$ cat config.mk
export PLATFORM = sky130hd
export DESIGN_NAME = stdp_scale
export DESIGN_NICKNAME = d
export VERILOG_FILES = /design/src/sv/stdp_weight_update_defines.svh /design/src/sv/stdp_pkg.sv /design/src/sv/stdp_scale.sv
export SDC_FILE = /design/constraint.sdc
export NUM_CORES = 2
export LEC_CHECK = 0
export BUFFER_PORTS_ARGS = -buffer_cell sky130_fd_sc_hd__buf_2
export CAP_MARGIN = 20
export CELL_PAD_IN_SITES_DETAIL_PLACEMENT = 1
export CELL_PAD_IN_SITES_GLOBAL_PLACEMENT = 1
export CORE_MARGIN = 4
export CORE_UTILIZATION = 50
export CTS_BUF_LIST = sky130_fd_sc_hd__clkbuf_8
export DETAILED_ROUTE_END_ITERATION = 8
export GPL_ROUTABILITY_DRIVEN = 1
export PLACE_DENSITY = 0.84
export SYNTH_ARGS = -nofsm -noshare
export SYNTH_HDL_FRONTEND = slang
export SYNTH_SLANG_ARGS = --single-unit
$ cat constraint.sdc
create_clock -name i_clk -period 11.3 [get_ports i_clk]
set_input_delay 0.565 -clock i_clk [delete_from_list [all_inputs] [get_ports i_clk]]
set_output_delay 0.565 -clock i_clk [all_outputs]
set_load 0.005 [all_outputs]
$ cat src/sv/stdp_weight_update_defines.svh
// ----------------------------------------------------------------------------
// stdp weight update assertion macros
// shared concurrent assertion forms for the stdp weight update rtl
// ----------------------------------------------------------------------------
`ifndef STDP_WEIGHT_UPDATE_DEFINES_SVH
`define STDP_WEIGHT_UPDATE_DEFINES_SVH

// checked only while out of reset
`define STDP_ASSERT(lbl, clk, rst_n, prop, msg) \
    lbl: assert property (@(posedge clk) disable iff (!rst_n) prop) else $error(msg);

// checked on every edge, reset included
`define STDP_ASSERT_ALWAYS(lbl, clk, prop, msg) \
    lbl: assert property (@(posedge clk) prop) else $error(msg);

`endif

$ cat src/sv/stdp_pkg.sv
// ----------------------------------------------------------------------------
// stdp package
// widths, exp tables, register codes and stage payload types
// ----------------------------------------------------------------------------
`timescale 1ns / 1ps

package stdp_pkg;

    localparam int ExpEntries  = 256;
    localparam int IdxW        = $clog2(ExpEntries);
    localparam int FracBits    = 20;
    localparam int SW          = FracBits + IdxW;
    localparam int IntEntries  = 16;
    localparam int WindowTicks = 1600;
    localparam int AdW         = 11;
    localparam int XW          = AdW + 16;
    localparam int WeightMax   = 40960;

    localparam logic [15:0] RstPotGain = 16'd655;
    localparam logic [15:0] RstDepGain = 16'd786;
    localparam logic [15:0] RstInvTauP = 16'd3277;
    localparam logic [15:0] RstInvTauD = 16'd3277;

    typedef enum logic [1:0] {
        CfgPotGain = 2'd0,
        CfgDepGain = 2'd1,
        CfgInvTauP = 2'd2,
        CfgInvTauD = 2'd3
    } t_cfg_idx;

    typedef struct packed {
        logic [15:0] pot_gain;
        logic [15:0] dep_gain;
        logic [15:0] inv_tau_p;
        logic [15:0] inv_tau_d;
    } t_cfg;

    typedef struct packed {
        logic [15:0] weight;
        logic [15:0] step;
        logic        pot;
    } t_side;

    typedef struct packed {
        logic [XW-1:0] x;
        logic          in_win;
        t_side         side;
    } t_dlt;

    typedef struct packed {
        logic [16:0] e16;
        t_side       side;
    } t_exp;

    typedef logic [30:0] t_q30;
    typedef t_q30 t_frac_tab [ExpEntries];
    typedef t_q30 t_int_tab [IntEntries];

    // exp(-t), t in q2.30 up to 1.0, truncating taylor series
    function automatic logic [63:0] exp_neg_series(input logic [63:0] t);
        logic signed [63:0] sum;
        logic [63:0]        term;
        sum  = 64'sd1 <<< 30;
        term = 64'd1 << 30;
        for (int k = 1; k <= 20; k++) begin
            term = ((term * t) >> 30) / 64'(k);
            if (k % 2 == 1) begin
                sum = sum - $signed(term);
            end else begin
                sum = sum + $signed(term);
            end
        end
        return (sum < 0) ? 64'd0 : 64'(sum);
    endfunction

    function automatic t_frac_tab build_frac(input int off);
        t_frac_tab tab;
        for (int i = 0; i < ExpEntries; i++) begin
            tab[i] = t_q30'(exp_neg_series((64'(i + off) << 30) / ExpEntries));
        end
        return tab;
    endfunction

    function automatic t_int_tab build_int();
        t_int_tab    tab;
        logic [63:0] e1;
        e1     = exp_neg_series(64'd1 << 30);
        tab[0] = t_q30'(64'd1 << 30);
        for (int i = 1; i < IntEntries; i++) begin
            tab[i] = t_q30'((64'(tab[i - 1]) * e1) >> 30);
        end
        return tab;
    endfunction

    // lower and upper neighbor of each interpolation interval
    localparam t_frac_tab FracLo = build_frac(0);
    localparam t_frac_tab FracHi = build_frac(1);
    localparam t_int_tab  IntTab = build_int();

endpackage

$ cat src/sv/stdp_scale.sv
// ----------------------------------------------------------------------------
// stdp scale stages
// gain and step scaling, weight update and saturation
// ----------------------------------------------------------------------------
`timescale 1ns / 1ps

module stdp_scale import stdp_pkg::*; (
    input  logic        i_clk,
    input  logic        i_rst_n,
    input  t_cfg        i_cfg,
    input  logic        i_valid,
    output logic        o_ready,
    input  t_exp        i_data,
    output logic        o_valid,
    input  logic        i_ready,
    output logic [15:0] o_weight
);

    logic [2:0]  r_vld;
    logic [2:0]  w_en;
    logic [15:0] w_gain;
    logic [32:0] r_p1;
    t_side       r_side1;
    logic [48:0] r_p2;
    t_side       r_side2;
    logic [48:0] w_rnd;
    logic [22:0] w_mag;
    logic signed [22:0] w_sum;
    logic [15:0] n_weight, r_weight;

    assign w_en[2] = !r_vld[2] || i_ready;
    assign w_en[1] = !r_vld[1] || w_en[2];
    assign w_en[0] = !r_vld[0] || w_en[1];
    assign o_ready = w_en[0];

    assign w_gain = i_data.side.pot ? i_cfg.pot_gain : i_cfg.dep_gain;

    always_comb begin
        w_rnd = r_p2 + 49'(1 << 27);
        w_mag = 23'(w_rnd[48:28]);
        if (r_side2.pot) begin
            w_sum = $signed(23'(r_side2.weight)) + $signed(w_mag);
        end else begin
            w_sum = $signed(23'(r_side2.weight)) - $signed(w_mag);
        end
        if (w_sum < 0) begin
            n_weight = 16'd0;
        end else if (w_sum > 23'sd40960) begin
            n_weight = 16'(WeightMax);
        end else begin
            n_weight = w_sum[15:0];
        end
    end

    always_ff @(posedge i_clk) begin
        if (!i_rst_n) begin
            r_vld <= '0;
        end else begin
            if (w_en[0]) r_vld[0] <= i_valid;
            if (w_en[1]) r_vld[1] <= r_vld[0];
            if (w_en[2]) r_vld[2] <= r_vld[1];
        end
    end

    always_ff @(posedge i_clk) begin
        if (w_en[0]) begin
            r_p1    <= 33'(w_gain) * 33'(i_data.e16);
            r_side1 <= i_data.side;
        end
        if (w_en[1]) begin
            r_p2    <= 49'(r_p1) * 49'(r_side1.step);
            r_side2 <= r_side1;
        end
        if (w_en[2]) begin
            r_weight <= n_weight;
        end
    end

    assign o_valid  = r_vld[2];
    assign o_weight = r_weight;

endmodule

* Word level (Yosys, flattened, before mapping)
Cells that the tools add are included.
Widths: inputs -> output; s select.
** Operators by class
- Magnitude comparators :: 2
- Multipliers :: 2
- Muxes and demuxes :: 3
- Reductions and logical operators :: 7
- Add/sub/neg operators :: 3
** Operators by type and width (count)
- $add 49x28->49 const B :: 1
- $mul 33x16->49 :: 1
- $mul 16x17->33 :: 1
- $mux 16 :: 2
- $gt 23x17->1 const B :: 1
- $lt 23x1->1 const B :: 1
- $mux 23 :: 1
- $add 16x21->22 :: 1
- $sub 16x21->22 :: 1
- $logic_not 1->1 :: 3
- $logic_or 1x1->1 :: 3
- $reduce_or 2->1 :: 1
** Word-level totals
- Register bits after elaboration :: 151
- Input bits :: 118

* Logic depth before layout (Yosys ltp)
- Depth in word-level cells :: 5
- Mapped depth :: 27
- Depth with buffers taken out :: 25

* Least setup slack after synthesis
OpenSTA, ideal clock, no wires.
- Path type :: in2reg
- From :: input i_data[0] (netlist name)
- To :: register r_p1[32], data pin
- Required time :: 11.040 ns
- Data arrival time :: 7.020 ns
- Path buffers :: 3
- Stages :: 26
- Setup time :: 0.260 ns
- Slack :: 4.020 ns
- Cell sequence :: clkbuf_1 -> buf_1 -> mux2_2 -> clkbuf_1 -> and2_1 -> fa_1 -> inv_1 -> fa_1 -> fa_1 -> inv_1 -> fa_1 -> fa_1 -> inv_1 -> fa_1 -> inv_1 -> ha_1 -> inv_1 -> o221ai_1 -> a31oi_1 -> a31oi_1 -> o41ai_1 -> nor4_1 -> nor2_1 -> o2111ai_1 -> a21oi_1 -> xnor2_1
** On the way
- Cells in the longest elaborated chain, start to end :: 2
** RTL lines
- start: declaration :: line stdp_scale.sv:13 : input t_exp i_data,
- $mux 16 :: line stdp_scale.sv:36 : assign w_gain = i_data.side.pot ? i_cfg.pot_gain : i_cfg.dep_gain;
- $mul 16x17->33 :: line stdp_scale.sv:67 : r_p1 <= 33'(w_gain) * 33'(i_data.e16);
- end signal: assignment :: line stdp_scale.sv:67
- end: declaration :: line stdp_scale.sv:22 : logic [32:0] r_p1;
No other way between the ends.
A chain may end at the register's enable or synchronous reset.

* Final worst setup path
- From :: register r_side1[5] (netlist name)
- To :: register r_p2[48], data pin
** On the way
- Cells in the longest elaborated chain, start to end :: 1
** RTL lines
- start: declaration :: line stdp_scale.sv:23 : t_side r_side1;
- start signal: assignment :: line stdp_scale.sv:68 : r_side1 <= i_data.side;
- $mul 33x16->49 :: line stdp_scale.sv:71 : r_p2 <= 49'(r_p1) * 49'(r_side1.step);
- end signal: assignment :: line stdp_scale.sv:71
- end: declaration :: line stdp_scale.sv:24 : logic [48:0] r_p2;
No other way between the ends.

==> run_results.csv <==
group,metric,value,unit
job,cap_viol_max_count,0,
place,gp_congestion,0.881,
drt,drt_pass1_iterations,6,
timing,tightest_slew,1040,ps
place,port_buffers,103,
drt,wl_per_cell,20.7,µm
clock_network,cts_buffer_depth,2,
min_path,whs_path_depth,1,
drt,drt.antenna.violating_nets,0,
clock_network,hold_buffers,0,
drt,drtIter0Drc,1455,
setup_path,cp.depth,23,
synth,synth_nets,4327,
drt,wirelength,86.3,mm
setup_path,start_kind,"register",
timing,slew_headroom,0.294,
layout,fillerInstances,7111,
setup_path,worst-path-buf-inv,5,
clock_network,cts_made_buffers,17,
floorplanning,core,61600,µm²
run_status,outcome,"completed",
synth,synth.avg_cell_area,9.39,µm²
floorplanning,dieArea,66200,µm²
setup_path,max_stage_delay,1000,ps
grt,antenna_found_initial,1,
timing,final.setup_skew,43.5,ps
synth,synth_top_area_frac,0.413,
clock_network,clk_pin_slew,120,ps
min_path,min_path_type,"input port to register",
synth,synth_edf_count,121,
grt,gr-total-overflow,0,
setup_path,crit_arrival,8030,ps
min_path,hp-start,"i_data[11]",
synth,synthCells,3310,
setup_path,worst_path_dominant_cell_family,"adder cells",
floorplanning,ioPinCount,136,
grt,grt_util_all_layers,0.267,
setup_path,r2r_start,"r_side1[5]$_DFFE_PP_",
synth,synth_top_area_cell,"fa_1",
synth,netlist_top_cells_area,"fa_1 41%, edfxtp_1 12%, ha_1 10%",
timing,finalSetupViolations,0,
synth,ys_seq_area_frac,0.119,
setup_path,path_class,"register to register",
clock_network,clock_latency,550,ps
floorplanning,fp.dieW,257,µm
timing,rsz0062_at_grt,"no",
clock_network,root_buffer,"clkbuf_8",
synth,ys.flop_type,"edfxtp_1",
drt,viasPerCell,5.51,
synth,synth_area,31100,µm²
floorplanning,num_rows,91,
setup_path,path_cells,"buf_4, and2_1, fa_1, inv_1, fa_1, fa_1, inv_1, fa_1, fa_1, inv_1, fa_1, inv_1, ha_1, and3_1, and2_0, a221oi_1, o31ai_1, a211o_1, o2bb2ai_1, a41oi_1, o21ai_1, a21oi_1, xnor2_1",
layout,drive_gt1_frac,0.0639,
setup_path,required,11580,ps
clock_network,cts_tree,"yes",
timing,setup_tns,0,ps
timing,finalCritPeriodShare,0.686,
floorplanning,dieHeight,257,µm
timing,fmax,129,MHz
grt,grt_first_pass_wirelength,140,mm
setup_path,r2r_cells,23,
synth,synthArstFlopShare,0,
timing,drv_slew,0,
clock_network,post_cts_resized,0,
timing,min_period,7750,ps
clock_network,cts.sinks,124,
clock_network,cts_setup_buffers,0,
drt,vias,22985,
setup_path,slowest_stage,"edfxtp_1",
layout,syn_to_final_growth,5.27,%
grt,grt_pass1_vias,26531,
clock_network,htree_levels,4,
place,dp_hpwl,66.7,mm
grt,grt_start_max_net_pins,47,
layout,nets,4339,
synth,ys_types,92,
setup_path,cp_common_cell,"fa_1",
setup_path,cp-end-kind,"register",
synth,synth_warnings,0,
floorplanning,initial_utilization,0.505,
drt,drcViolationCount,0,
synth,ys_seq_elements,124,
setup_path,critical_path.max_fanout,18,
setup_path,startpoint,"r_side1[5]$_DFFE_PP_",
timing,hold_viol,0,
[kinds of logic after synthesis]
group                    Yosys count  synth area share
buffers and inverters            882             0.108
multiplexers                      20           0.00724
XOR/XNOR                          87            0.0247
AND/OR/NAND/NOR                 1031             0.165
AO/OA/AOI/OAI                    267            0.0596
flip-flops                       124             0.119
adder cells (fa/ha/maj)          899             0.517
[cell type report]
type / instances / area [µm²] / area share
antenna: 3 / 7.51 / 0.000229
tap: 837 / 1050 / 0.0320
clock inverter: 15 / 186 / 0.00570
timing repair buffer: 127 / 696 / 0.0213
clock buffer: 17 / 234 / 0.00715
sequential: 124 / 3690 / 0.113
multi-input combinational: 2304 / 24100 / 0.735
inverter: 748 / 2810 / 0.0858
[synth_stat cells (9+ instances only)]
cell type  count
buf_2          9
and2_1       343
a31oi_1        9
nand2_1      494
fa_1         641
xor2_1        26
a21o_1        29
o21a_1        12
nand4_1       10
nor3_1        19
nor2_1        63
nor2b_1       13
a21oi_1       72
clkbuf_1     118
o21bai_1      16
o21ai_0       34
nand3_1       25
o211ai_1       9
edfxtp_1     121
mux2_2        16
inv_1        747
a211oi_1      11
xnor2_1       60
and3_1        12
ha_1         258
[worst paths after layout]
kind	to	slack [ps]
worst max-delay path	r_p2[48]$_DFFE_PP_	3550
worst min-delay path	r_side1[11]$_DFFE_PP_	190
worst min register to register	r_side2[24]$_DFFE_PP_	420
worst max register to register	r_p2[48]$_DFFE_PP_	3550
[metrics by stage]
| stage | hold WS [ps] | utilization | instance area, µm² | cells | setup WS, ps |
|---|---|---|---|---|---|
| after global placement | 401 | 0.524 | 32300 | 4140 | 3410 |
| after CTS | 166 | 0.531 | 32700 | 4172 | 3610 |
| final | 190 | 0.531 | 32700 | 4175 | 3550 |
| after global routing | 176 | 0.531 | 32700 | 4173 | 3190 |
| after detailed placement | 406 | 0.524 | 32300 | 4140 | 3190 |
| after floorplan | 400 | - | 31100 | 3310 | 4020 |
[worst reg2reg max path, cell delays in order, from the launching register on]
cell	delay, ps
edfxtp_1	1000
buf_4	390
and2_1	200
fa_1	390
inv_1	90
fa_1	450
fa_1	520
inv_1	60
fa_1	530
fa_1	520
inv_1	70
fa_1	480
inv_1	40
ha_1	320
and3_1	200
and2_0	150
a221oi_1	330
o31ai_1	230
a211o_1	380
o2bb2ai_1	280
a41oi_1	410
o21ai_1	180
a21oi_1	220
xnor2_1	80
[placed cells by master (no fill, tap or decap), types with 4 or more instances in the layout]
cell type and count:
inv_1 748, fa_1 641, nand2_1 493, and2_1 343
ha_1 258, edfxtp_1 121, buf_2 103, a21oi_1 72
nor2_1 63, xnor2_1 60, o21ai_0 34, a21o_1 29
xor2_1 26, nand3_1 24, buf_4 24, nor3_1 19
clkbuf_8 17, mux2_2 16, o21bai_1 16, nor2b_1 13
and3_1 12, o21a_1 12, a211oi_1 11, nand4_1 10
a31oi_1 9, o211ai_1 9, and4_1 7, nand2b_1 7
o31ai_1 7, a211o_1 6, o2111ai_1 6, o21ai_1 6
a311oi_1 5, nor3_2 5, nor3b_2 5, nor4_1 4
[flip-flops by register name, summed over array words and instances (netlist names)]
register	count
r_p1	33
r_side1	33
r_p2	22
r_side2	17
o_weight	16
r_vld	3
[layer usage]
| metal | part of all wire | track usage |
|---|---|---|
| met1 | 0.42 | 0.351 |
| met2 | 0.50 | 0.464 |
| met5 | 0 | 0 |
| met3 | 0.057 | 0.0349 |
| met4 | 0.028 | 0.0823 |
Power is left out: the tool's default activity adds up to more than one toggle a clock period on the data nets, which glitch-free logic cannot reach.
