File: config.mk
export PLATFORM = sky130hd
export DESIGN_NAME = stdp_delta
export DESIGN_NICKNAME = d
export VERILOG_FILES = /design/src/sv/stdp_weight_update_defines.svh /design/src/sv/stdp_pkg.sv /design/src/sv/stdp_delta.sv
export SDC_FILE = /design/constraint.sdc
export NUM_CORES = 1
export LEC_CHECK = 0
export BUFFER_PORTS_ARGS = -buffer_cell sky130_fd_sc_hd__buf_2
export CAP_MARGIN = 25
export CORE_MARGIN = 2
export CORE_UTILIZATION = 53
export CTS_CLUSTER_DIAMETER = 30
export DETAILED_ROUTE_END_ITERATION = 10
export HOLD_SLACK_MARGIN = 0.15
export PLACE_DENSITY_LB_ADDON = 0.2
export SLEW_MARGIN = 30
export SYNTH_ARGS = -nofsm -noshare
export SYNTH_HDL_FRONTEND = slang
export SYNTH_SLANG_ARGS = --single-unit
File: constraint.sdc
create_clock -name i_clk -period 6.9 [get_ports i_clk]
set_input_delay 0.345 -clock i_clk [delete_from_list [all_inputs] [get_ports i_clk]]
set_output_delay 0.345 -clock i_clk [all_outputs]
set_load 0.01 [all_outputs]
File: src/sv/stdp_weight_update_defines.svh
// ----------------------------------------------------------------------------
// stdp weight update assertion macros
// shared concurrent assertion forms for the stdp weight update rtl
// ----------------------------------------------------------------------------
`ifndef STDP_WEIGHT_UPDATE_DEFINES_SVH
`define STDP_WEIGHT_UPDATE_DEFINES_SVH

// checked only while out of reset
`define STDP_ASSERT(lbl, clk, rst_n, prop, msg) \
    lbl: assert property (@(posedge clk) disable iff (!rst_n) prop) else $error(msg);

// checked on every edge, reset included
`define STDP_ASSERT_ALWAYS(lbl, clk, prop, msg) \
    lbl: assert property (@(posedge clk) prop) else $error(msg);

`endif

File: src/sv/stdp_pkg.sv
// ----------------------------------------------------------------------------
// stdp package
// widths, exp tables, register codes and stage payload types
// ----------------------------------------------------------------------------
`timescale 1ns / 1ps

package stdp_pkg;

    localparam int ExpEntries  = 256;
    localparam int IdxW        = $clog2(ExpEntries);
    localparam int FracBits    = 20;
    localparam int SW          = FracBits + IdxW;
    localparam int IntEntries  = 16;
    localparam int WindowTicks = 1600;
    localparam int AdW         = 11;
    localparam int XW          = AdW + 16;
    localparam int WeightMax   = 40960;

    localparam logic [15:0] RstPotGain = 16'd655;
    localparam logic [15:0] RstDepGain = 16'd786;
    localparam logic [15:0] RstInvTauP = 16'd3277;
    localparam logic [15:0] RstInvTauD = 16'd3277;

    typedef enum logic [1:0] {
        CfgPotGain = 2'd0,
        CfgDepGain = 2'd1,
        CfgInvTauP = 2'd2,
        CfgInvTauD = 2'd3
    } t_cfg_idx;

    typedef struct packed {
        logic [15:0] pot_gain;
        logic [15:0] dep_gain;
        logic [15:0] inv_tau_p;
        logic [15:0] inv_tau_d;
    } t_cfg;

    typedef struct packed {
        logic [15:0] weight;
        logic [15:0] step;
        logic        pot;
    } t_side;

    typedef struct packed {
        logic [XW-1:0] x;
        logic          in_win;
        t_side         side;
    } t_dlt;

    typedef struct packed {
        logic [16:0] e16;
        t_side       side;
    } t_exp;

    typedef logic [30:0] t_q30;
    typedef t_q30 t_frac_tab [ExpEntries];
    typedef t_q30 t_int_tab [IntEntries];

    // exp(-t), t in q2.30 up to 1.0, truncating taylor series
    function automatic logic [63:0] exp_neg_series(input logic [63:0] t);
        logic signed [63:0] sum;
        logic [63:0]        term;
        sum  = 64'sd1 <<< 30;
        term = 64'd1 << 30;
        for (int k = 1; k <= 20; k++) begin
            term = ((term * t) >> 30) / 64'(k);
            if (k % 2 == 1) begin
                sum = sum - $signed(term);
            end else begin
                sum = sum + $signed(term);
            end
        end
        return (sum < 0) ? 64'd0 : 64'(sum);
    endfunction

    function automatic t_frac_tab build_frac(input int off);
        t_frac_tab tab;
        for (int i = 0; i < ExpEntries; i++) begin
            tab[i] = t_q30'(exp_neg_series((64'(i + off) << 30) / ExpEntries));
        end
        return tab;
    endfunction

    function automatic t_int_tab build_int();
        t_int_tab    tab;
        logic [63:0] e1;
        e1     = exp_neg_series(64'd1 << 30);
        tab[0] = t_q30'(64'd1 << 30);
        for (int i = 1; i < IntEntries; i++) begin
            tab[i] = t_q30'((64'(tab[i - 1]) * e1) >> 30);
        end
        return tab;
    endfunction

    // lower and upper neighbor of each interpolation interval
    localparam t_frac_tab FracLo = build_frac(0);
    localparam t_frac_tab FracHi = build_frac(1);
    localparam t_int_tab  IntTab = build_int();

endpackage

File: src/sv/stdp_delta.sv
// ----------------------------------------------------------------------------
// stdp delta stages
// spike time difference, window test and scaled exp argument
// ----------------------------------------------------------------------------
`timescale 1ns / 1ps

module stdp_delta import stdp_pkg::*; (
    input  logic        i_clk,
    input  logic        i_rst_n,
    input  t_cfg        i_cfg,
    input  logic        i_valid,
    output logic        o_ready,
    input  logic [15:0] i_weight,
    input  logic [31:0] i_pre,
    input  logic [31:0] i_post,
    input  logic [15:0] i_step,
    output logic        o_valid,
    input  logic        i_ready,
    output t_dlt        o_data
);

    logic        r_v1, r_v2;
    logic        w_en1, w_en2;
    logic [32:0] w_fwd;
    logic [31:0] n_ad, r_ad;
    logic        n_pot;
    t_side       r_side1;
    logic [15:0] w_inv;
    t_dlt        n_dlt, r_dlt;

    assign w_en2   = !r_v2 || i_ready;
    assign w_en1   = !r_v1 || w_en2;
    assign o_ready = w_en1;

    always_comb begin
        w_fwd = {1'b0, i_post} - {1'b0, i_pre};
        n_ad  = w_fwd[32] ? (i_pre - i_post) : w_fwd[31:0];
        n_pot = !w_fwd[32] && (|w_fwd[31:0]);
    end

    always_comb begin
        w_inv        = r_side1.pot ? i_cfg.inv_tau_p : i_cfg.inv_tau_d;
        n_dlt.in_win = (r_ad < 32'(WindowTicks));
        n_dlt.x      = XW'(r_ad[AdW-1:0]) * XW'(w_inv);
        n_dlt.side   = r_side1;
    end

    always_ff @(posedge i_clk) begin
        if (!i_rst_n) begin
            r_v1 <= 1'b0;
            r_v2 <= 1'b0;
        end else begin
            if (w_en1) r_v1 <= i_valid;
            if (w_en2) r_v2 <= r_v1;
        end
    end

    always_ff @(posedge i_clk) begin
        if (w_en1) begin
            r_ad           <= n_ad;
            r_side1.weight <= i_weight;
            r_side1.step   <= i_step;
            r_side1.pot    <= n_pot;
        end
        if (w_en2) begin
            r_dlt <= n_dlt;
        end
    end

    assign o_valid = r_v2;
    assign o_data  = r_dlt;

endmodule

* After elaboration in Yosys (flattened, before gate mapping)
Cells that the tools add are included.
** Storage, ports and cells
- Register bits after elaboration :: 128
- Bits in latches :: 0
- Memory bits (writable) :: 0
- Memory bits (read-only) :: 0
- Bits of input ports :: 164
- Output and inout bits :: 63
- Logic and storage cells :: 24
- Memories kept :: 0
** Operators by class
- Add/subtract/negate cells :: 2
- $mul :: 1
- Div/mod/pow operators :: 0
- $lt $le $gt $ge :: 1
- Equality and inequality tests :: 0
- Shifts and indexed selects :: 0
- Multiplexer cells :: 2
- Bitwise logic cells :: 0
- Reduce and logical (&&, ||, !) cells :: 7
** Operators by type and width (number)
- 32-bit by 32-bit subtractor with 33-bit output :: 1
- 32-bit by 11-bit < comparator with 1-bit output (second input constant) :: 1
- 32-bit 2-to-1 mux :: 1
- 32-bit OR reduction :: 1
- 32-bit subtractor :: 1
- 11-bit by 16-bit multiplier with 27-bit output :: 1
- 16-bit 2-to-1 mux :: 1
- 1-bit zero test :: 3
- 1-bit logical OR :: 2
- 1-bit logical AND :: 1

* Logic depth before layout (Yosys ltp)
Gate-level depths: netlist (run 1).
- Depth after elaboration :: 3
- Gate-level depth with buffers :: 25
- Mapped depth without buffers :: 22

* Worst setup path before layout (run 1)
Ideal clock, no wire load.
- Kind :: reg-to-reg
- From :: reg r_side1 (netlist bit n_dlt[0])
- To :: reg r_dlt (netlist bit o_data[58]) (data pin)
- Data arrival time :: 6.231 ns
- Setup slack :: 0.411 ns
- Stages on the path, launching flop included :: 25
- Clock period less this slack :: 6.489 ns
- Cells stage by stage :: edfxtp_1 clkbuf_1 clkbuf_1 mux2_2 clkbuf_1 and2_1 fa_1 inv_1 fa_1 inv_1 fa_1 fa_1 inv_1 fa_1 inv_1 ha_1 a21o_1 a21o_1 a21o_1 o21ai_1 a31oi_1 a21o_1 or3_1 a31oi_1 xnor2_1
** RTL lines
- start, declared :: line stdp_delta.sv:27 : t_side r_side1;
- end signal, assigned :: line stdp_delta.sv:66 : r_dlt <= n_dlt;
- end, declared :: line stdp_delta.sv:29 : t_dlt n_dlt, r_dlt;

==> reports/metrics.yaml, run 1 <==
outcome: "finished clean"
num-fill-cells: 2221
coreArea_mm2: 0.0261
insertion_delay_ns: 0.41
cp.required_ns: 7.06
crit_cells: 22
grt_pass1_wl_um: 59400
ys_seq_area_frac: 0.272
worstMarginPinSlew_ns: 0.874
nNetsFinal: 2111
clock.fmax_mhz: 155
wire_per_inst_um: 17.7
r2r-start: "n_dlt[0]$_DFFE_PP_"
crit_slowest_cell: "fa_1"
end_kind: "flip-flop"
hold_start: "i_valid"
drive_above_1_share: 0.170
layout.cells.most_common_list: "inv_1 (236), buf_2 (194), nand2_1 (145), ha_1 (128), fa_1 (127)"
fin_crit_sh: 0.936
synth.distinct_cells: 83
syn-instance-count: 1492
drv_slew: 0
routed_wl_um: 36200
drc: 0
setup_viol: 0
avgSynthCellArea_um2: 9.44
hp-class: "in -> reg"
rows: 59
maxSlewHeadroom: 0.418
synth_top_family_by_area: "adder cells"
cp.arrival_ns: 6.62
rsz0062_at_grt: "false"
cpMostUsedCell: "fa_1"
synth_compound_gate_area_share: 0.136
worstPathCellList: "buf_12, buf_4, mux2_2, nand2_1, fa_1, fa_1, inv_1, fa_1, fa_1, inv_1, fa_1, inv_1, ha_1, a21o_1, a21o_1, a21o_1, o21ai_1, a31oi_1, a21o_1, or3_1, a31oi_1, xnor2_1"
hold_violations: 0
crit_buf_inv: 5
clk_pin_slew_worst_paths_ns: 0.06
cts-root-buf: "clkbuf_16"
yosys.area_share.adder: 0.294
cp_top_family: "adder cells"
synthToLayoutAreaGrowth_pct: 15.4
synth.area.mux_share: 0.0221
cp_max_fo: 11
yosysTopAreaCell: "edfxtp_1"
ant_nets: 0
hpwl_um: 28300
synth_xor_area_frac: 0.0361
setup_tns_ns: 0
yosys-top-cells-area: "edfxtp_1 (27%), fa_1 (18%), ha_1 (11%)"
antenna_found_initial: 0
async_reset_ff_frac: 0
portBuffers: 194
boundaryPins: 227
whs_path_depth: 3
gp_congestion: 0.904
grt_use_total: 0.265
ys_ff_latch: 128
synthSimpleGateAreaFrac: 0.155
synth_edf_count: 126
synthesis.area_mm2: 0.0141
dieArea_mm2: 0.0279
die_w_um: 167
max_stage_delay_ns: 0.54
r2r_cells: 22
period_needed_ns: 6.46
numCtsBuffers: 17
grt_pass1_vias: 11600
vias_per_cell: 5.65
die_h_um: 167
syn_nets: 1911
ys.flop_type: "edfxtp_1"
finClkSkew_ns: 0.00912
critPathLaunch: "n_dlt[0]$_DFFE_PP_"
cts_resized: 0
cts_tree: "built"
synth_top_area_frac: 0.269
critPathKind: "reg -> reg"
start_util: 0.540
first_pass_iters: 5
ys_warn_count: 0
grt_max_degree: 67
startpoint_type: "flip-flop"
drt_iter0_markers: 942
htree_levels: 4
vias: 11500
maxCapViolations: 0
grt_overflow: 0
max-clock-path-buffers: 2
cts.sinks: 128
layout_commonest_cell: "inv_1"
routing by layer:
| metal | global-route usage | wire length, um | vias up |
|---|---|---|---|
| li1 | - | - | 5415 |
| met1 | 0.380 | 16500 | 5608 |
| met2 | 0.418 | 16400 | 462 |
| met3 | 0.0444 | 2550 | 39 |
| met4 | 0.0712 | 733 | 0 |
| met5 | 0 | 0 | - |
layout make-up:
type,count,area [um2],share of cell area
Multi-Input combinational cell,1059,9060,0.557
Clock inverter,15,138,0.00847
Inverter,239,897,0.0552
Clock buffer,17,425,0.0262
Timing Repair Buffer,247,1480,0.0913
Antenna cell,1,2.50,0.000154
Sequential cell,128,3820,0.235
Tap cell,335,419,0.0258
Yosys cell counts (12+ instances only):
master    instances
and3_1           12
ha_1            128
xor2_1           17
o21ai_0          41
edfxtp_1        126
nor3_1           19
nand2_1         146
inv_1           237
buf_2            22
xnor2_1          41
mux2i_1          12
fa_1            127
nand3_1          21
and2_1          106
nand4_1          12
a21o_1           29
clkbuf_1         37
a21oi_1          93
nor2_1           60
mux2_2           16
path summary, 6_finish.rpt:
path                           to  slack [ns]
max          o_data[58]$_DFFE_PP_        0.44
min             r_v1$_SDFFE_PN0P_        0.18
max reg2reg  o_data[58]$_DFFE_PP_        0.44
min reg2reg  o_data[26]$_DFFE_PP_        0.42
sequential cells by signal, indices dropped and copies added, names as in the netlist:
name,flops
r_ad,32
o_data,61
o_valid,1
n_dlt,33
r_v1,1
tightest hold or removal path, stage by stage:
cell,delay (ns)
buf_2,0.08
a21oi_1,0.04
nor2b_1,0.10
metrics by stage:
stage	hold slack [ns]	area (um2)	utilization	setup WS [ns]	instances
3_5_place_dp	0.405	15300	0.587	0.256	1972
3_3_place_gp	0.401	15300	0.587	0.323	1972
4_1_cts	0.159	16200	0.621	0.252	2037
2_1_floorplan	0.400	14100	-	0.411	1492
5_1_grt	0.203	16200	0.623	0.221	2040
6_report	0.183	16200	0.623	0.440	2041
what timing repair did:
action / 4_1_cts / 5_1_grt
setup endpoints to repair: 0 / 1
hold endpoints to repair: 33 / 0
hold buffers: 33 / 0
setup buffers: 0 / 2
cells by family (layout without fill, tap and decap cells):
| family | Yosys count | in the layout |
|---|---|---|
| and+or+nand+nor | 432 | 432 |
| buffers and inverters | 305 | 518 |
| AOI/OAI and AO/OA | 285 | 285 |
| adders and majority gates | 255 | 255 |
| DFF | 128 | 128 |
| xor gates and xnor gates | 58 | 58 |
| muxes | 29 | 29 |
| other | 0 | 1 |
Power of run 1 is left out: the tool's default activity adds up to more than one toggle a clock period on the data nets, which glitch-free logic cannot reach.
==> run 2, diff against run 1 <==
--- a/config.mk
+++ b/config.mk
@@ -9,5 +9,5 @@
 export CAP_MARGIN = 25
 export CORE_MARGIN = 2
-export CORE_UTILIZATION = 53
+export CORE_UTILIZATION = 59
 export CTS_CLUSTER_DIAMETER = 30
 export DETAILED_ROUTE_END_ITERATION = 10
==> constraint.sdc (replaced) <==
create_clock -name i_clk -period 6.1 [get_ports i_clk]
set_input_delay 0.915 -clock i_clk [delete_from_list [all_inputs] [get_ports i_clk]]
set_output_delay 0.915 -clock i_clk [all_outputs]
set_load 0.01 [all_outputs]
==> run 2 against run 1 <==
Flip-flop and latch count did not move. Register-to-register slack lost 0.34 ns. Design area rose by 1.1%. First-iteration DRC count down 0.32%. Global-route usage increased by 2.1 points. Fmax is 7.7% higher. Critical path depth unchanged. Die area decreased by 9.9%. Worst setup slack got worse by 0.34 ns. Utilization grew 7.7 points. Via count down 0.54%. Clock-buffer cell count is 1 higher. Critical path type unchanged.
==> reports/metrics.yaml, run 2 (synthesized netlist as in run 1, its figures left out) <==
largest_reg_flops: 61  # unchanged
setup_viol: 0  # unchanged
hold_violations: 0  # unchanged
critPathKind: "reg -> reg"
cts-root-buf: "clkbuf_16"
cp_top_family: "adder cells"
end_kind: "flip-flop"
die_w_um: 158  # -5.1%
worstMarginPinSlew_ns: 0.857  # -0.0167 ns
r2r_cells: 22  # unchanged
layout.cells.most_common_list: "inv_1 (233), buf_2 (194), nand2_1 (145), fa_1 (126), edfxtp_1 (126)"
clk_pin_slew_worst_paths_ns: 0.06  # about the same
vias_per_cell: 5.62  # -0.49%
layout_commonest_cell: "inv_1"
preCtsSetupSlack_ns: -0.411  # -0.667 ns
fin_crit_sh: 0.983  # +0.0467
critPathLaunch: "n_dlt[0]$_DFFE_PP_"
setup_slack_ns: 0.104  # -0.336 ns
grt_overflow: 0  # unchanged
max_stage_delay_ns: 0.54  # about the same
drv_slew: 0  # unchanged
cp.required_ns: 6.27  # -0.79 ns
crit_slowest_cell: "fa_1"
period_needed_ns: 6.00  # -0.464 ns
htree_levels: 4  # unchanged
first_pass_iters: 7  # +2
holdWs_ns: 0.419  # +0.236 ns
routed_wl_um: 35200  # -2.7%
grt_pass1_wl_um: 55900  # -5.9%
cp_max_fo: 12  # +1
drc: 0  # unchanged
setup_tns_ns: 0  # unchanged
drive_above_1_share: 0.204  # +0.0338
post_dp_cell_area_mm2: 0.0156  # +2.3%
cp.arrival_ns: 6.17  # -0.45 ns
coreArea_mm2: 0.0235  # -9.9%
outcome: "finished clean"
finish.instance_area_mm2: 0.0164  # +1.1%
crit_buf_inv: 5  # unchanged
antenna_found_initial: 4  # +4
reg2reg_slack_ns: 0.10  # -0.34 ns
boundaryPins: 227  # unchanged
hpwl_um: 28100  # -0.59%
clock.fmax_mhz: 167  # +7.7%
finClkSkew_ns: 0.0151  # +0.00600 ns
start_util: 0.600  # +0.0595
drt_iter0_markers: 939  # -0.32%
cts_tree: "built"
startpoint_type: "flip-flop"
cts.sinks: 128  # unchanged
nNetsFinal: 2123  # +0.57%
rows: 56  # -5.1%
grt_use_total: 0.286  # +0.0209
grt_pass1_vias: 11100  # -3.7%
insertion_delay_ns: 0.43  # +0.02 ns
vias: 11500  # -0.54%
portBuffers: 194  # unchanged
grt_max_degree: 66  # -1.5%
rsz0062_at_grt: "true"
gp_congestion: 0.912  # +0.85%
die_h_um: 158  # -5.1%
crit_cells: 22  # unchanged
cpMostUsedCell: "fa_1"
r2r-start: "n_dlt[0]$_DFFE_PP_"
worstSetupEndpoint: "o_data[58]$_DFFE_PP_"
hp-class: "reg -> reg"
ant_nets: 0  # unchanged
r2r-end: "o_data[58]$_DFFE_PP_"
worstPathCellList: "buf_12, mux2_4, and2_4, fa_1, inv_2, fa_1, inv_2, fa_1, fa_1, inv_1, fa_1, inv_2, ha_4, a21o_1, a21o_1, a21o_1, o21ai_4, a31oi_4, a21o_1, or3_1, a31oi_1, xnor2_1"
numCtsBuffers: 17  # unchanged
maxCapViolations: 0  # unchanged
cts_hold_buf: 0  # -100%
wire_per_inst_um: 17.3  # -2.7%
maxSlewHeadroom: 0.425  # +0.00772
max-clock-path-buffers: 2  # unchanged
synthToLayoutAreaGrowth_pct: 16.7
dieArea_mm2: 0.0251  # -9.9%
==> run 2: layout make-up <==
cell class	instances	area (um2)
inverters	239	897
diodes	4	10.0
fillers	1828	7040
multi-input cells	1059	9180
well taps	319	399
clock buffers	18	429
clock inverters	14	204
flip-flops and latches	128	3820
repair buffers	259	1500
==> run 2: metal layers <==
| layer | global-route usage | part of all wire | wire length (um) |
|---|---|---|---|
| met1 | 0.410 | 0.45 | 15900 |
| met2 | 0.469 | 0.46 | 16300 |
| met3 | 0.0427 | 0.075 | 2650 |
| met4 | 0.0485 | 0.0092 | 324 |
| met5 | 0 | 0.00091 | 32 |
==> run 2: worst min-delay path by stage <==
stage | startpoint | end | slack, ns | cells past startpoint
5_1_grt | n_dlt[21]$_DFFE_PP_ | o_data[21]$_DFFE_PP_ | 0.42 | 0
2_1_floorplan | n_dlt[10]$_DFFE_PP_ | o_data[10]$_DFFE_PP_ | 0.40 | 0
3_3_place_gp | n_dlt[29]$_DFFE_PP_ | o_data[29]$_DFFE_PP_ | 0.40 | 0
3_5_place_dp | n_dlt[10]$_DFFE_PP_ | o_data[10]$_DFFE_PP_ | 0.40 | 0
6_report | n_dlt[13]$_DFFE_PP_ | o_data[13]$_DFFE_PP_ | 0.42 | 0
4_1_cts | n_dlt[13]$_DFFE_PP_ | o_data[13]$_DFFE_PP_ | 0.42 | 0
==> run 2: worst register-to-register path: stages (launching register included) <==
cell and delay [ns]:
edfxtp_1 0.41, buf_12 0.18, mux2_4 0.34, and2_4 0.17, fa_1 0.54, inv_2 0.04
fa_1 0.50, inv_2 0.04, fa_1 0.46, fa_1 0.52, inv_1 0.05, fa_1 0.50
inv_2 0.05, ha_4 0.21, a21o_1 0.17, a21o_1 0.16, a21o_1 0.21, o21ai_4 0.19
a31oi_4 0.14, a21o_1 0.22, or3_1 0.34, a31oi_1 0.21, xnor2_1 0.10
==> run 2: repair_timing <==
item                                    4_1_cts  5_1_grt
gates resized for setup                       2       22
endpoints found under the setup margin        1        6
endpoints found under the hold margin         0        0
cloned                                        0        0
setup buffers                                 0        1
pin swaps                                     0        3
==> run 2: per-stage QoR <==
step | utilization | std cells
2_1_floorplan | - | 1492
3_3_place_gp | 0.667 | 2002
3_5_place_dp | 0.667 | 2002
4_1_cts | 0.694 | 2034
5_1_grt | 0.700 | 2038
6_report | 0.700 | 2040
Power of run 2 is left out for the same reason.
==> run 3, diff against run 2 <==
Settings changed: MAX_ROUTING_LAYER set to met4.
==> run 3 against run 2 <==
Critical endpoint unchanged. Hold slack worse by 0.0096 ns. Design area is 0.41% higher. Final cell count is 0.54% higher. Highest routed layer is now met4. Register-to-register slack got worse by 0.07 ns. Wire length is 2.6% higher. Critical path depth increased by 1. Die area unchanged. Worst setup slack worse by 0.071 ns. Fmax decreased by 1.2%. Global-route usage increased by 1.8 points. Non-clock buffer count rose by 9. Flip-flop and latch count stayed put.
==> reports/metrics.yaml, run 3 (synthesized netlist as in run 1, its figures left out) <==
r2r-start: "n_dlt[0]$_DFFE_PP_"
coreArea_mm2: 0.0235  # unchanged
grt_pass1_vias: 11500  # +3.1%
dieArea_mm2: 0.0251  # unchanged
cp_max_fo: 8  # -4
clk_pin_slew_worst_paths_ns: 0.07  # about the same
fin_crit_sh: 0.995  # +0.0117
rows: 56  # unchanged
crit_buf_inv: 6  # +1
htree_levels: 4  # unchanged
worstPathCellList: "buf_6, clkbuf_16, mux2_4, and2_4, fa_1, inv_1, fa_1, inv_2, fa_2, fa_1, inv_1, fa_1, inv_2, ha_4, a21o_1, a21o_1, a21o_1, o21ai_2, a31oi_4, a21o_1, or3_1, a31oi_1, xnor2_1"
hold_violations: 0  # unchanged
outcome: "finished clean"
cp_top_family: "adder cells"
clock.fmax_mhz: 165  # -1.2%
gp_congestion: 0.931  # +2.1%
worstMarginPinSlew_ns: 0.872  # +0.0148 ns
setup_tns_ns: 0  # unchanged
drc: 0  # unchanged
crit_cells: 23  # +4.5%
start_util: 0.600  # unchanged
nNetsFinal: 2132  # +0.42%
rsz0062_at_grt: "true"
grt_pass1_wl_um: 57600  # +3.0%
routed_wl_um: 36100  # +2.6%
r2r-end: "o_data[58]$_DFFE_PP_"
r2r_cells: 23  # +4.5%
drive_above_1_share: 0.211  # +0.00763
num-fill-cells: 1831  # +0.16%
grt_max_degree: 66  # unchanged
maxCapViolations: 0  # unchanged
cts.sinks: 128  # unchanged
final_cells: 2051  # +0.54%
cts_hold_buf: 0  # unchanged
wire_per_inst_um: 17.6  # +2.1%
synthToLayoutAreaGrowth_pct: 17.2
ant_nets: 0  # unchanged
finClkSkew_ns: 0.00870  # -0.00642 ns
end_kind: "flip-flop"
insertion_delay_ns: 0.42  # about the same
reg2reg_slack_ns: 0.03  # -0.07 ns
startpoint_type: "flip-flop"
first_pass_iters: 5  # -2
critPathLaunch: "n_dlt[0]$_DFFE_PP_"
vias: 11700  # +1.9%
die_h_um: 158  # unchanged
vias_per_cell: 5.70  # +1.4%
layout.cells.most_common_list: "inv_1 (234), buf_2 (194), nand2_1 (145), edfxtp_1 (126), fa_1 (124)"
cts_tree: "built"
cts-root-buf: "clkbuf_16"
multi_input_area_mm2: 0.00921  # +0.34%
hpwl_um: 28600  # +1.7%
portBuffers: 194  # unchanged
worstSetupEndpoint: "o_data[58]$_DFFE_PP_"
numCtsBuffers: 17  # unchanged
max_stage_delay_ns: 0.50  # -0.04 ns
cp.arrival_ns: 6.24  # +0.07 ns
boundaryPins: 227  # unchanged
die_w_um: 158  # unchanged
drv_slew: 0  # unchanged
setup_viol: 0  # unchanged
cp.required_ns: 6.27  # about the same
place_inst: 2004  # +0.10%
period_needed_ns: 6.07  # +0.0715 ns
grt_use_total: 0.304  # +0.0182
max-clock-path-buffers: 2  # unchanged
grt_overflow: 0  # unchanged
antenna_found_initial: 5  # +1
crit_slowest_cell: "fa_1"
drt_iter0_markers: 1122  # +19%
maxSlewHeadroom: 0.419  # -0.00644
whs_path_depth: 0  # unchanged
register_area_mm2: 0.00382  # unchanged
critPathKind: "reg -> reg"
layout_commonest_cell: "inv_1"
hp-class: "reg -> reg"
largest_reg_flops: 61  # unchanged
-- run 3: cell types whose count changed in the layout (fill, tap and decap cells not counted), sizes merged --
cell      change
buf           +8
inv           +5
diode         +2
bufinv        -4
clkinv        +1
clkinvlp      -1
-- run 3: worst min-delay path by stage --
stage,startpoint,endpoint,slack [ns]
finish,n_dlt[3]$_DFFE_PP_,o_data[3]$_DFFE_PP_,0.41
global route,n_dlt[3]$_DFFE_PP_,o_data[3]$_DFFE_PP_,0.41
CTS,n_dlt[3]$_DFFE_PP_,o_data[3]$_DFFE_PP_,0.41
detailed placement,n_dlt[10]$_DFFE_PP_,o_data[10]$_DFFE_PP_,0.40
global placement,n_dlt[29]$_DFFE_PP_,o_data[29]$_DFFE_PP_,0.40
floorplan,n_dlt[10]$_DFFE_PP_,o_data[10]$_DFFE_PP_,0.40
-- run 3: layout make-up --
type                    instances  area share
multi-input cells            1059       0.558
flip-flops and latches        128       0.232
repair buffers                268      0.0952
inverters                     239      0.0544
clock buffers                  17      0.0258
well taps                     319      0.0242
clock inverters                15     0.00986
diodes                          6    0.000910
-- run 3: worst reg2reg max path, stage by stage, from the launching register on --
cell and delay, ns:
edfxtp_1 0.41, buf_6 0.15, clkbuf_16 0.15, mux2_4 0.35, and2_4 0.18, fa_1 0.47, inv_1 0.05, fa_1 0.50
inv_2 0.05, fa_2 0.46, fa_1 0.50, inv_1 0.05, fa_1 0.49, inv_2 0.05, ha_4 0.21, a21o_1 0.19
a21o_1 0.17, a21o_1 0.20, o21ai_2 0.21, a31oi_4 0.14, a21o_1 0.20, or3_1 0.35, a31oi_1 0.22, xnor2_1 0.08
-- run 3: metrics by stage --
stage	util	area (um2)	worst slack [ns]	hold WS (ns)
after floorplan	-	14100	-0.0227	0.400
after global placement	0.667	15700	-0.364	0.400
after detailed placement	0.667	15700	-0.420	0.405
after CTS	0.693	16300	0.0166	0.410
after global routing	0.703	16500	-0.176	0.408
final	0.703	16500	0.0325	0.410
-- run 3: layer usage --
metal	wire length, um	vias up	share of wire	track usage
li1	-	5472	-	-
met1	15800	5690	0.44	0.409
met2	16600	460	0.46	0.478
met3	2850	60	0.079	0.0555
met4	880	0	0.024	0.0845
met5	0	-	0	-
-- run 3: timing repair --
action	CTS	global route
endpoints found under the setup margin	1	6
gates cloned	0	1
pin swaps	0	17
hold endpoints to repair	0	0
gates resized for setup	2	29
buffers inserted	0	7
Power of run 3 is left out for the same reason.
